$ cat config.mk
export PLATFORM = sky130hd
export DESIGN_NAME = battery_level_gauge_top
export DESIGN_NICKNAME = d
export VERILOG_FILES = /design/src/hdl/blg_pkg.sv /design/src/hdl/blg_cfg_regs.sv /design/src/hdl/blg_ctrl.sv /design/src/hdl/blg_datapath.sv /design/src/hdl/battery_level_gauge_top.sv
export SDC_FILE = /design/constraint.sdc
export NUM_CORES = 2
export LEC_CHECK = 0
export BUFFER_PORTS_ARGS = -buffer_cell sky130_fd_sc_hd__clkbuf_2
export CAP_MARGIN = 20
export CORE_UTILIZATION = 63
export CTS_CLUSTER_DIAMETER = 200
export DETAILED_ROUTE_END_ITERATION = 8
export GPL_TIMING_DRIVEN = 0
export PLACE_DENSITY_LB_ADDON = 0.12
export SYNTH_ARGS = -nofsm -noshare
export SYNTH_HDL_FRONTEND = slang
export SYNTH_HIERARCHICAL = 1
export SYNTH_SLANG_ARGS = --single-unit
$ cat constraint.sdc
create_clock -name clk_i -period 10.1 [get_ports clk_i]
set_clock_uncertainty 0.15 [all_clocks]
set_input_delay 2.02 -clock clk_i [delete_from_list [all_inputs] [get_ports clk_i]]
set_output_delay 2.02 -clock clk_i [all_outputs]
set_load 0.01 [all_outputs]
$ cat src/hdl/blg_pkg.sv
// Shared types, constants and helper functions of the battery level gauge.
`timescale 1ns / 1ps

package blg_pkg;

  // Default number of battery samples averaged per window.
  localparam int unsigned SAMPLE_COUNT_DEFAULT = 20;
  // Number of frames in the charging animation.
  localparam int unsigned ICON_FRAMES = 6;
  // Resolution of the ADC; samples are masked to this many bits.
  localparam int unsigned ADC_BITS = 12;

  localparam int unsigned SAMPLE_W = 12;
  localparam int unsigned REG_W = 16;
  localparam int unsigned CFG_IDX_W = 3;

  localparam logic [SAMPLE_W-1:0] ADC_MASK = SAMPLE_W'((64'd1 << ADC_BITS) - 64'd1);
  localparam logic [REG_W-1:0] MV_FULL = 16'hFFFF;

  typedef enum logic [1:0] {
    ACT_NONE  = 2'd0,
    ACT_SHOW  = 2'd1,
    ACT_CLEAR = 2'd2
  } action_e;

  typedef enum logic [CFG_IDX_W-1:0] {
    REG_REF_MV        = 3'd0,
    REG_BATTERY_GAIN  = 3'd1,
    REG_MAINS_THRESH  = 3'd2,
    REG_LEVEL20       = 3'd3,
    REG_LEVEL40       = 3'd4,
    REG_LEVEL60       = 3'd5,
    REG_LEVEL80       = 3'd6,
    REG_LEVEL100      = 3'd7
  } cfg_idx_e;

  typedef struct packed {
    logic                kind;
    logic [SAMPLE_W-1:0] mains_raw;
    logic [SAMPLE_W-1:0] mains_vref_raw;
    logic                charging;
    logic                on_main_page;
    logic [SAMPLE_W-1:0] battery_raw;
    logic [SAMPLE_W-1:0] battery_vref_raw;
  } in_item_t;

  typedef struct packed {
    logic       mains_present;
    action_e    display_action;
    logic [2:0] icon_index;
    logic [6:0] capacity_pct;
    logic       capacity_valid;
  } out_item_t;

  typedef struct packed {
    logic [REG_W-1:0] ref_mv;
    logic [REG_W-1:0] battery_gain_q12;
    logic [REG_W-1:0] mains_threshold_mv;
    logic [REG_W-1:0] level20_mv;
    logic [REG_W-1:0] level40_mv;
    logic [REG_W-1:0] level60_mv;
    logic [REG_W-1:0] level80_mv;
    logic [REG_W-1:0] level100_mv;
  } cfg_t;

  // Operand selection of the shared multiplier.
  typedef enum logic [1:0] {
    MUL_MAINS_RAW = 2'd0,
    MUL_MAINS_THR = 2'd1,
    MUL_BAT_REF   = 2'd2,
    MUL_BAT_GAIN  = 2'd3
  } mul_sel_e;

  typedef struct packed {
    logic     load_item;
    logic     mul_en;
    mul_sel_e mul_sel;
    logic     div_load_mv;
    logic     div_step;
    logic     accum;
    logic     avg_mul;
    logic     fin_tick;
    logic     fin_win;
  } ctrl_cmd_t;

  typedef struct packed {
    logic div_last;
    logic win_last;
    logic out_free;
  } ctrl_stat_t;

  // Capacity level (0..5) to percent.
  function automatic logic [6:0] level_to_pct(input logic [2:0] lvl);
    logic [6:0] pct;
    unique case (lvl)
      3'd0:    pct = 7'd0;
      3'd1:    pct = 7'd20;
      3'd2:    pct = 7'd40;
      3'd3:    pct = 7'd60;
      3'd4:    pct = 7'd80;
      default: pct = 7'd100;
    endcase
    return pct;
  endfunction

endpackage

$ cat src/hdl/blg_cfg_regs.sv
// Configuration register file of the battery level gauge.
`timescale 1ns / 1ps

module blg_cfg_regs import blg_pkg::*; (
  input  logic                 clk_i,
  input  logic                 rst_ni,
  input  logic                 cfg_valid_i,
  output logic                 cfg_ready_o,
  input  logic [CFG_IDX_W-1:0] cfg_index_i,
  input  logic [REG_W-1:0]     cfg_data_i,
  output cfg_t                 cfg_o
);

  cfg_t cfg_q;

  assign cfg_ready_o = 1'b1;
  assign cfg_o = cfg_q;

  always_ff @(posedge clk_i or negedge rst_ni) begin
    if (!rst_ni) begin
      cfg_q.ref_mv             <= 16'd1240;
      cfg_q.battery_gain_q12   <= 16'd19115;
      cfg_q.mains_threshold_mv <= 16'd2500;
      cfg_q.level20_mv         <= 16'd10800;
      cfg_q.level40_mv         <= 16'd11800;
      cfg_q.level60_mv         <= 16'd12400;
      cfg_q.level80_mv         <= 16'd13000;
      cfg_q.level100_mv        <= 16'd13400;
    end else if (cfg_valid_i) begin
      unique case (cfg_idx_e'(cfg_index_i))
        REG_REF_MV:       cfg_q.ref_mv             <= cfg_data_i;
        REG_BATTERY_GAIN: cfg_q.battery_gain_q12   <= cfg_data_i;
        REG_MAINS_THRESH: cfg_q.mains_threshold_mv <= cfg_data_i;
        REG_LEVEL20:      cfg_q.level20_mv         <= cfg_data_i;
        REG_LEVEL40:      cfg_q.level40_mv         <= cfg_data_i;
        REG_LEVEL60:      cfg_q.level60_mv         <= cfg_data_i;
        REG_LEVEL80:      cfg_q.level80_mv         <= cfg_data_i;
        REG_LEVEL100:     cfg_q.level100_mv        <= cfg_data_i;
      endcase
    end
  end

endmodule

$ cat src/hdl/blg_ctrl.sv
// Sequencing state machine of the battery level gauge.
`timescale 1ns / 1ps

module blg_ctrl import blg_pkg::*; (
  input  logic       clk_i,
  input  logic       rst_ni,
  input  logic       in_valid_i,
  input  logic       in_kind_i,
  output logic       in_ready_o,
  input  ctrl_stat_t stat_i,
  output ctrl_cmd_t  cmd_o
);

  typedef enum logic [10:0] {
    S_IDLE     = 11'b00000000001,
    S_MAINS_A  = 11'b00000000010,
    S_MAINS_B  = 11'b00000000100,
    S_TICK_FIN = 11'b00000001000,
    S_BAT_A    = 11'b00000010000,
    S_BAT_B    = 11'b00000100000,
    S_DIV_LOAD = 11'b00001000000,
    S_DIV_RUN  = 11'b00010000000,
    S_ACCUM    = 11'b00100000000,
    S_AVG_RUN  = 11'b01000000000,
    S_WIN_FIN  = 11'b10000000000
  } state_e;

  state_e state_q, state_d;

  always_comb begin
    state_d    = state_q;
    cmd_o      = '0;
    in_ready_o = 1'b0;
    unique case (state_q)
      S_IDLE: begin
        in_ready_o = 1'b1;
        if (in_valid_i) begin
          cmd_o.load_item = 1'b1;
          state_d = in_kind_i ? S_BAT_A : S_MAINS_A;
        end
      end
      S_MAINS_A: begin
        cmd_o.mul_en  = 1'b1;
        cmd_o.mul_sel = MUL_MAINS_RAW;
        state_d = S_MAINS_B;
      end
      S_MAINS_B: begin
        cmd_o.mul_en  = 1'b1;
        cmd_o.mul_sel = MUL_MAINS_THR;
        state_d = S_TICK_FIN;
      end
      S_TICK_FIN: begin
        if (stat_i.out_free) begin
          cmd_o.fin_tick = 1'b1;
          state_d = S_IDLE;
        end
      end
      S_BAT_A: begin
        cmd_o.mul_en  = 1'b1;
        cmd_o.mul_sel = MUL_BAT_REF;
        state_d = S_BAT_B;
      end
      S_BAT_B: begin
        cmd_o.mul_en  = 1'b1;
        cmd_o.mul_sel = MUL_BAT_GAIN;
        state_d = S_DIV_LOAD;
      end
      S_DIV_LOAD: begin
        cmd_o.div_load_mv = 1'b1;
        state_d = S_DIV_RUN;
      end
      S_DIV_RUN: begin
        cmd_o.div_step = 1'b1;
        if (stat_i.div_last) begin
          state_d = S_ACCUM;
        end
      end
      S_ACCUM: begin
        cmd_o.accum = 1'b1;
        state_d = stat_i.win_last ? S_AVG_RUN : S_IDLE;
      end
      S_AVG_RUN: begin
        cmd_o.avg_mul = 1'b1;
        state_d = S_WIN_FIN;
      end
      S_WIN_FIN: begin
        if (stat_i.out_free) begin
          cmd_o.fin_win = 1'b1;
          state_d = S_IDLE;
        end
      end
      default: begin
        state_d = S_IDLE;
      end
    endcase
  end

  always_ff @(posedge clk_i or negedge rst_ni) begin
    if (!rst_ni) begin
      state_q <= S_IDLE;
    end else begin
      state_q <= state_d;
    end
  end

endmodule

$ cat src/hdl/blg_datapath.sv
// Datapath of the battery level gauge: multiplier, serial divider, window and hold state.
`timescale 1ns / 1ps

module blg_datapath import blg_pkg::*; #(
  parameter int unsigned SAMPLE_COUNT = SAMPLE_COUNT_DEFAULT
) (
  input  logic       clk_i,
  input  logic       rst_ni,
  input  in_item_t   in_item_i,
  input  cfg_t       cfg_i,
  input  ctrl_cmd_t  cmd_i,
  output ctrl_stat_t stat_o,
  output logic       out_valid_o,
  input  logic       out_ready_i,
  output out_item_t  out_item_o
);

  localparam int unsigned CntW = (SAMPLE_COUNT > 1) ? $clog2(SAMPLE_COUNT) : 1;
  localparam logic [CntW-1:0] CntLast = CntW'(SAMPLE_COUNT - 1);
  localparam logic [3:0] FramesN = 4'(ICON_FRAMES);
  // The average is the 21-bit window sum times a rounded-up reciprocal of
  // SAMPLE_COUNT; one extra fraction bit per bit of the divisor keeps it exact.
  localparam int unsigned AvgShift = 21 + $clog2(SAMPLE_COUNT);
  localparam logic [21:0] AvgMul =
    22'(((64'd1 << AvgShift) + 64'(SAMPLE_COUNT) - 64'd1) / 64'(SAMPLE_COUNT));

  // Payload registers.
  in_item_t            item_q;
  logic [43:0]         prod_q;
  logic [27:0]         keep_q;
  logic [SAMPLE_W-1:0] rem_q;
  logic [SAMPLE_W-1:0] dvsr_q;
  logic [20:0]         dvd_q;
  logic [20:0]         quo_q;
  logic                sat_q;
  logic [4:0]          step_q;

  // Control and result state.
  logic [20:0]     mv_sum_q;
  logic [CntW-1:0] cnt_q;
  logic [2:0]      held_q;
  logic            fresh_q;
  logic [2:0]      frame_q;
  logic            out_valid_q;
  out_item_t       out_q;

  logic [SAMPLE_W-1:0] mains_raw_m, mains_vref_m, bat_raw_m, bat_vref_m;
  logic [27:0]         mul_a;
  logic [15:0]         mul_b;
  logic [43:0]         mul_p;
  logic [42:0]         avg_p;
  logic [12:0]         trial;
  logic                fits;
  logic [SAMPLE_W-1:0] rem_nx;
  logic [15:0]         mv;
  logic [20:0]         sum_nx;
  logic [15:0]         avg;
  logic [2:0]          lvl;
  logic                take;
  logic [2:0]          held_nx;
  logic                present;
  logic [2:0]          shown;
  logic [3:0]          shown_inc;
  logic [2:0]          frame_nx;

  assign mains_raw_m  = item_q.mains_raw & ADC_MASK;
  assign mains_vref_m = item_q.mains_vref_raw & ADC_MASK;
  assign bat_raw_m    = item_q.battery_raw & ADC_MASK;
  assign bat_vref_m   = item_q.battery_vref_raw & ADC_MASK;

  always_comb begin
    unique case (cmd_i.mul_sel)
      MUL_MAINS_RAW: begin
        mul_a = 28'(mains_raw_m);
        mul_b = cfg_i.ref_mv;
      end
      MUL_MAINS_THR: begin
        mul_a = 28'(cfg_i.mains_threshold_mv);
        mul_b = 16'(mains_vref_m);
      end
      MUL_BAT_REF: begin
        mul_a = 28'(bat_raw_m);
        mul_b = cfg_i.ref_mv;
      end
      MUL_BAT_GAIN: begin
        mul_a = prod_q[27:0];
        mul_b = cfg_i.battery_gain_q12;
      end
    endcase
  end

  assign mul_p = 44'(mul_a) * 44'(mul_b);

  // The window sum waits in dvd_q while its average is formed.
  assign avg_p = 43'(dvd_q) * 43'(AvgMul);

  // Restoring division step, one quotient bit per cycle.
  assign trial  = {rem_q, dvd_q[20]};
  assign fits   = trial >= {1'b0, dvsr_q};
  assign rem_nx = fits ? SAMPLE_W'(trial - {1'b0, dvsr_q}) : trial[SAMPLE_W-1:0];

  assign mv     = sat_q ? MV_FULL : quo_q[15:0];
  assign sum_nx = mv_sum_q + 21'(mv);
  assign avg    = quo_q[15:0];

  always_comb begin
    if (avg < cfg_i.level20_mv) begin
      lvl = 3'd0;
    end else if (avg < cfg_i.level40_mv) begin
      lvl = 3'd1;
    end else if (avg < cfg_i.level60_mv) begin
      lvl = 3'd2;
    end else if (avg < cfg_i.level80_mv) begin
      lvl = 3'd3;
    end else if (avg < cfg_i.level100_mv) begin
      lvl = 3'd4;
    end else begin
      lvl = 3'd5;
    end
  end

  assign take    = fresh_q || (lvl < held_q);
  assign held_nx = take ? lvl : held_q;

  assign present   = keep_q >= prod_q[27:0];
  assign shown     = ({1'b0, frame_q} < FramesN) ? frame_q : 3'd0;
  assign shown_inc = {1'b0, shown} + 4'd1;
  assign frame_nx  = (shown_inc >= FramesN) ? 3'd0 : shown_inc[2:0];

  always_ff @(posedge clk_i) begin
    if (cmd_i.load_item) begin
      item_q <= in_item_i;
    end
    if (cmd_i.mul_en) begin
      prod_q <= mul_p;
      if (cmd_i.mul_sel == MUL_MAINS_THR) begin
        keep_q <= prod_q[27:0];
      end
    end
    if (cmd_i.div_load_mv) begin
      // The quotient fits 16 bits unless the high part reaches the divisor.
      sat_q  <= (bat_vref_m == '0) || (prod_q[43:28] >= 16'(bat_vref_m));
      rem_q  <= prod_q[39:28];
      dvd_q  <= {prod_q[27:12], 5'd0};
      dvsr_q <= bat_vref_m;
      step_q <= 5'd16;
    end else if (cmd_i.accum && (cnt_q == CntLast)) begin
      dvd_q <= sum_nx;
    end else if (cmd_i.div_step) begin
      rem_q  <= rem_nx;
      dvd_q  <= {dvd_q[19:0], 1'b0};
      quo_q  <= {quo_q[19:0], fits};
      step_q <= step_q - 5'd1;
    end
    if (cmd_i.avg_mul) begin
      quo_q <= 21'(avg_p >> AvgShift);
    end
    if (cmd_i.fin_tick) begin
      out_q.mains_present  <= present;
      out_q.display_action <= ACT_NONE;
      out_q.icon_index     <= 3'd0;
      out_q.capacity_pct   <= 7'd0;
      out_q.capacity_valid <= 1'b0;
      if (present && item_q.on_main_page) begin
        if (item_q.charging) begin
          out_q.display_action <= ACT_SHOW;
          out_q.icon_index     <= shown;
        end else begin
          out_q.display_action <= ACT_CLEAR;
        end
      end
    end else if (cmd_i.fin_win) begin
      out_q.mains_present  <= 1'b0;
      out_q.display_action <= item_q.on_main_page ? ACT_SHOW : ACT_NONE;
      out_q.icon_index     <= item_q.on_main_page ? held_nx : 3'd0;
      out_q.capacity_pct   <= level_to_pct(held_nx);
      out_q.capacity_valid <= 1'b1;
    end
  end

  always_ff @(posedge clk_i or negedge rst_ni) begin
    if (!rst_ni) begin
      mv_sum_q    <= '0;
      cnt_q       <= '0;
      held_q      <= '0;
      fresh_q     <= 1'b1;
      frame_q     <= '0;
      out_valid_q <= 1'b0;
    end else begin
      if (cmd_i.accum) begin
        if (cnt_q == CntLast) begin
          mv_sum_q <= '0;
          cnt_q    <= '0;
        end else begin
          mv_sum_q <= sum_nx;
          cnt_q    <= cnt_q + CntW'(1);
        end
      end
      if (cmd_i.fin_tick && present && item_q.on_main_page && item_q.charging) begin
        fresh_q <= 1'b1;
        frame_q <= frame_nx;
      end
      if (cmd_i.fin_win) begin
        if (take) begin
          fresh_q <= 1'b0;
        end
        held_q  <= held_nx;
        frame_q <= held_nx;
      end
      if (cmd_i.fin_tick || cmd_i.fin_win) begin
        out_valid_q <= 1'b1;
      end else if (out_ready_i) begin
        out_valid_q <= 1'b0;
      end
    end
  end

  assign stat_o.div_last = (step_q == 5'd1);
  assign stat_o.win_last = (cnt_q == CntLast);
  assign stat_o.out_free = !out_valid_q || out_ready_i;

  assign out_valid_o = out_valid_q;
  assign out_item_o  = out_q;

endmodule

$ cat src/hdl/battery_level_gauge_top.sv
// Top level of the battery level gauge: mains detection, charge animation and capacity.
`timescale 1ns / 1ps

// The gauge takes one item at a time. A status tick (kind 0) decides whether
// mains is present by comparing mains_raw*ref_mv against
// mains_threshold_mv*mains_vref_raw on a shared 28x16 multiplier; it passes
// through the states MAINS_A and MAINS_B to TICK_FIN, where it waits until
// the output register is free and registers its result. A battery sample
// (kind 1) is scaled to millivolts through two multiplier passes and a
// 16-step restoring divider, one quotient bit per cycle, and is added to the
// window sum; it gives no result. The sample that closes a window of
// SAMPLE_COUNT samples forms the average by multiplying the sum with a fixed
// reciprocal of SAMPLE_COUNT in the AVG_RUN state, then gives one result
// carrying the capacity in steps of 20 percent. A finished result sits in an
// output register, so the next item is accepted while it waits to be taken;
// a result only stalls the gauge when a second one is ready before the first
// has left. The held capacity can only fall until a charging tick on the
// main page with mains present rearms it. Configuration registers may be
// written at any time the gauge is idle; the write port is always ready. No
// clearing pass is needed after reset.
module battery_level_gauge_top import blg_pkg::*; #(
  parameter int unsigned SAMPLE_COUNT = SAMPLE_COUNT_DEFAULT
) (
  input  logic                 clk_i,
  input  logic                 rst_ni,
  input  logic                 in_valid_i,
  output logic                 in_ready_o,
  input  in_item_t             in_item_i,
  output logic                 out_valid_o,
  input  logic                 out_ready_i,
  output out_item_t            out_item_o,
  input  logic                 cfg_valid_i,
  output logic                 cfg_ready_o,
  input  logic [CFG_IDX_W-1:0] cfg_index_i,
  input  logic [REG_W-1:0]     cfg_data_i
);

  cfg_t       cfg;
  ctrl_cmd_t  cmd;
  ctrl_stat_t stat;

  blg_cfg_regs u_cfg_regs (
    .clk_i       (clk_i),
    .rst_ni      (rst_ni),
    .cfg_valid_i (cfg_valid_i),
    .cfg_ready_o (cfg_ready_o),
    .cfg_index_i (cfg_index_i),
    .cfg_data_i  (cfg_data_i),
    .cfg_o       (cfg)
  );

  // The controller sequences the multiplier and divider passes of each item, the window sum and the output.
  blg_ctrl u_ctrl (
    .clk_i      (clk_i),
    .rst_ni     (rst_ni),
    .in_valid_i (in_valid_i),
    .in_kind_i  (in_item_i.kind),
    .in_ready_o (in_ready_o),
    .stat_i     (stat),
    .cmd_o      (cmd)
  );

  // The datapath holds the arithmetic, the window sum and the hold state.
  blg_datapath #(
    .SAMPLE_COUNT (SAMPLE_COUNT)
  ) u_datapath (
    .clk_i       (clk_i),
    .rst_ni      (rst_ni),
    .in_item_i   (in_item_i),
    .cfg_i       (cfg),
    .cmd_i       (cmd),
    .stat_o      (stat),
    .out_valid_o (out_valid_o),
    .out_ready_i (out_ready_i),
    .out_item_o  (out_item_o)
  );

  // One item at a time: right after an accept the gauge is busy.
  assert property (@(posedge clk_i) disable iff (!rst_ni)
    in_valid_i && in_ready_o |=> !in_ready_o)
    else $error("gauge accepted an item while busy");

  // Clearing the icon only happens on a tick that saw mains.
  assert property (@(posedge clk_i) disable iff (!rst_ni)
    out_valid_o && (out_item_o.display_action == ACT_CLEAR) |->
      out_item_o.mains_present && !out_item_o.capacity_valid)
    else $error("icon cleared without mains");

  // A window result carries a capacity in steps of 20 percent and its icon matches.
  assert property (@(posedge clk_i) disable iff (!rst_ni)
    out_valid_o && out_item_o.capacity_valid && (out_item_o.display_action == ACT_SHOW) |->
      (out_item_o.capacity_pct == level_to_pct(out_item_o.icon_index)) &&
      (out_item_o.icon_index <= 3'd5))
    else $error("window result capacity and icon disagree");

endmodule
==> results.sh <==
export IMPL_synth_distinct_cells=95
export IMPL_report_final_slew_viol_count=0
export IMPL_cp_slowest_cell="fa_1"
export IMPL_slowest_delay_ns=0.51
export IMPL_worstSetupStartpointType="flip-flop"
export IMPL_syn_to_final_growth_pct=7.88
export IMPL_grt_overflow=0
export IMPL_avgViaCountPerCell=5.75
export IMPL_grt_start_max_net_pins=97
export IMPL_synth_seq_cells=374
export IMPL_rsz0062_at_grt="true"
export IMPL_outcome="completed"
export IMPL_ant_nets=0
export IMPL_grt_pass1_vias=30100
export IMPL_min_period_ns=9.73
export IMPL_cts_clk_slew_worst_paths_ns=0.06
export IMPL_cts_tree="built"
export IMPL_fin_util=0.690
export IMPL_initial_core_util=0.640
export IMPL_crit_top_cell="fa_1"
export IMPL_path_max_fanout=10
export IMPL_antenna_found_initial=2
export IMPL_avgRoutedWirePerCell_um=20.4
export IMPL_worstPathRequired_ns=10.24
export IMPL_die_area_mm2=0.0653
export IMPL_final_period_utilization=0.963
export IMPL_cts_sinks=374
export IMPL_multiInputGateArea_mm2=0.0267
export IMPL_die_h_um=256
export IMPL_finalHoldViolCount=0
export IMPL_setup_tns_ns=0
export IMPL_postSynthAreaPerCell_um2=10.1
export IMPL_dp_hpwl_mm=82.7
export IMPL_core_mm2=0.0633
export IMPL_cts_root_buf="clkbuf_16"
export IMPL_grtUsageTotal=0.324
export IMPL_fillCellCount=4957
export IMPL_clk_latency_ns=0.57
export IMPL_numPortBuffers=84
export IMPL_grt_first_pass_wirelength_mm=164
export IMPL_firstDrtPassIters=6
export IMPL_path_class="flip-flop to flip-flop"
export IMPL_critPathCaptureType="flip-flop"
export IMPL_tightest_slew_ns=1.00
export IMPL_die_w_um=256
export IMPL_wirelength_mm=102
export IMPL_instances_no_fill=5022
export IMPL_ys_seq_area_frac=0.253
export IMPL_htree_levels=2
export IMPL_synth_area_mm2=0.0405
export IMPL_synthCells=4006
export IMPL_hold_path_class="flip-flop to flip-flop"
export IMPL_gp_congestion=0.961
export IMPL_dp_cells=4952
export IMPL_async_flop_share=0.463
export IMPL_drive_gt1_frac=0.118
export IMPL_fmax_mhz=103
export IMPL_cts_hold_buffers=0
export IMPL_layout_nets=5193
export IMPL_ys_dominant_reg_cell="edfxtp_1"
export IMPL_register_area_mm2=0.0103
export IMPL_pin_count=92
export IMPL_numCtsBuffers=41
export IMPL_drc=0
export IMPL_cap_viol_max_count=0
export IMPL_synth_edf_count=185
export IMPL_slew_headroom=0.328
export IMPL_placementRows=92
export IMPL_whs_ns=0.325
export IMPL_yosysWarnings=6
export IMPL_cts_buffer_depth=3
export IMPL_setup_violations=0
export IMPL_vias=28900
export IMPL_first_iter_violations=2281
export IMPL_arrival_ns=9.87
-- through the flow --
stage	cell area, um^2	setup WS, ns
after global placement	42000	-1.45
after global routing	43700	-0.0329
after floorplan	40500	1.34
final	43700	0.372
after detailed placement	42200	-1.36
after CTS	43600	-0.00723
-- kinds of logic (layout without fill, tap and decap cells) --
logic type | Yosys count | count (layout) | synth area share
and+or+nand+nor | 937 | 937 | 0.107
buffers and inverters | 961 | 1129 | 0.0910
DFF | 374 | 374 | 0.253
AOI/OAI and AO/OA | 460 | 460 | 0.0747
other | 2 | 4 | 0.000185
muxes | 210 | 210 | 0.0591
adders and majority gates | 975 | 975 | 0.396
xor gates and xnor gates | 87 | 87 | 0.0188
-- routing by layer --
layer,up-vias,track usage,part of all wire
met4,0,0.127,0.040
li1,13200,-,-
met3,245,0.0494,0.070
met1,14400,0.429,0.41
met5,-,0,0
met2,1032,0.539,0.48
-- registers in the layout, summed over array words and instances (netlist names) --
register / count
u_datapath/bat_vref_m: 12
u_datapath/cnt_q: 5
u_cfg_regs/cfg_o: 128
u_datapath/bat_raw_m: 12
u_datapath/prod_q: 44
u_datapath/sat_q: 1
u_datapath/keep_q: 28
u_datapath/held_q: 3
u_datapath/fresh_q: 1
u_datapath/dvsr_q: 12
u_datapath/rem_q: 12
u_datapath/quo_q: 16
u_datapath/mv_sum_q: 21
u_datapath/item_q: 2
u_datapath/out_valid_o: 1
u_datapath/mains_vref_m: 12
u_datapath/mains_raw_m: 12
u_datapath/step_q: 5
u_datapath/frame_q: 3
u_datapath/dvd_q: 21
u_datapath/out_item_o: 12
u_ctrl/state_q: 11
-- critical path, delay by kind of cell, from the launching register on --
| family | cells | cell delay, ns |
|---|---|---|
| AOI/OAI and AO/OA | 8 | 2.10 |
| DFF | 1 | 0.47 |
| xor gates and xnor gates | 1 | 0.17 |
| muxes | 1 | 0.15 |
| and+or+nand+nor | 6 | 1.23 |
| buffers and inverters | 9 | 1.89 |
| adders and majority gates | 7 | 3.29 |
-- cell usage in the layout, fill, tap and decap left out, types with 21 or more instances in the layout --
cell type  count
nand4_1       21
o21a_1        27
xnor2_1       62
a21oi_1      120
a21o_1        71
a211oi_1      27
nor2_1       252
clkbuf_2     114
xor2_1        25
mux2i_1       35
nor3_1        22
dfstp_2       48
nand2b_1      23
fa_1         512
mux2_2       157
dfrtp_1      125
inv_1        840
nand2_1      397
clkbuf_1      58
and2_1        37
nand3_1       41
o21ai_0       68
ha_1         463
nor2b_1       26
clkbuf_16     42
edfxtp_1     185
and3_1        21
-- final timing paths --
check / endpoint / from / slack [ns] / cells after the start
hold / removal: u_datapath/out_item_o[4] / u_datapath/out_item_o[4] / 0.32 / 2
min in group asynchronous: u_cfg_regs/cfg_o[65] / rst_ni / 1.33 / 1
hold reg to reg: u_datapath/out_item_o[4] / u_datapath/out_item_o[4] / 0.32 / 2
setup reg to reg: u_datapath/prod_q[40] / u_ctrl/state_q[6] / 0.37 / 32
max in group asynchronous: u_ctrl/state_q[0] / rst_ni / 7.52 / 2
setup / recovery: u_datapath/prod_q[40] / u_ctrl/state_q[6] / 0.37 / 32
-- what timing repair did --
action,4_1_cts,5_1_grt
setup buffers,1,0
pin swaps,1,0
setup endpoints to repair,25,13
gates resized for setup,44,36
-- synthesized netlist by cell type, types with 25 or more instances --
cell,n,area share
a21o_1,71,0.013
nor2_1,252,0.023
xor2_1,25,0.0054
xnor2_1,62,0.013
fa_1,512,0.25
edfxtp_1,185,0.14
a211oi_1,28,0.0052
nand3_1,41,0.0051
o21ai_1,27,0.0033
o21ai_0,68,0.0084
nor2b_1,28,0.0043
mux2i_1,35,0.0087
nand2_1,397,0.037
clkbuf_1,91,0.0084
a21oi_1,126,0.016
dfstp_2,48,0.031
mux2_2,157,0.044
o21a_1,28,0.0052
inv_1,840,0.078
and2_1,38,0.0059
ha_1,463,0.14
dfrtp_1,125,0.077
-- layout make-up --
cell class / instances / area share
timing repair buffer: 100 / 0.0139
tap: 846 / 0.0242
antenna: 1 / 0.0000573
sequential: 374 / 0.235
clock buffer: 50 / 0.0250
inverter: 842 / 0.0723
buffer: 112 / 0.0126
multi-input combinational: 2672 / 0.611
clock inverter: 25 / 0.00621
Power is not shown: default switching activity piles up to over one toggle a cycle in this logic, so the estimate is an artifact.
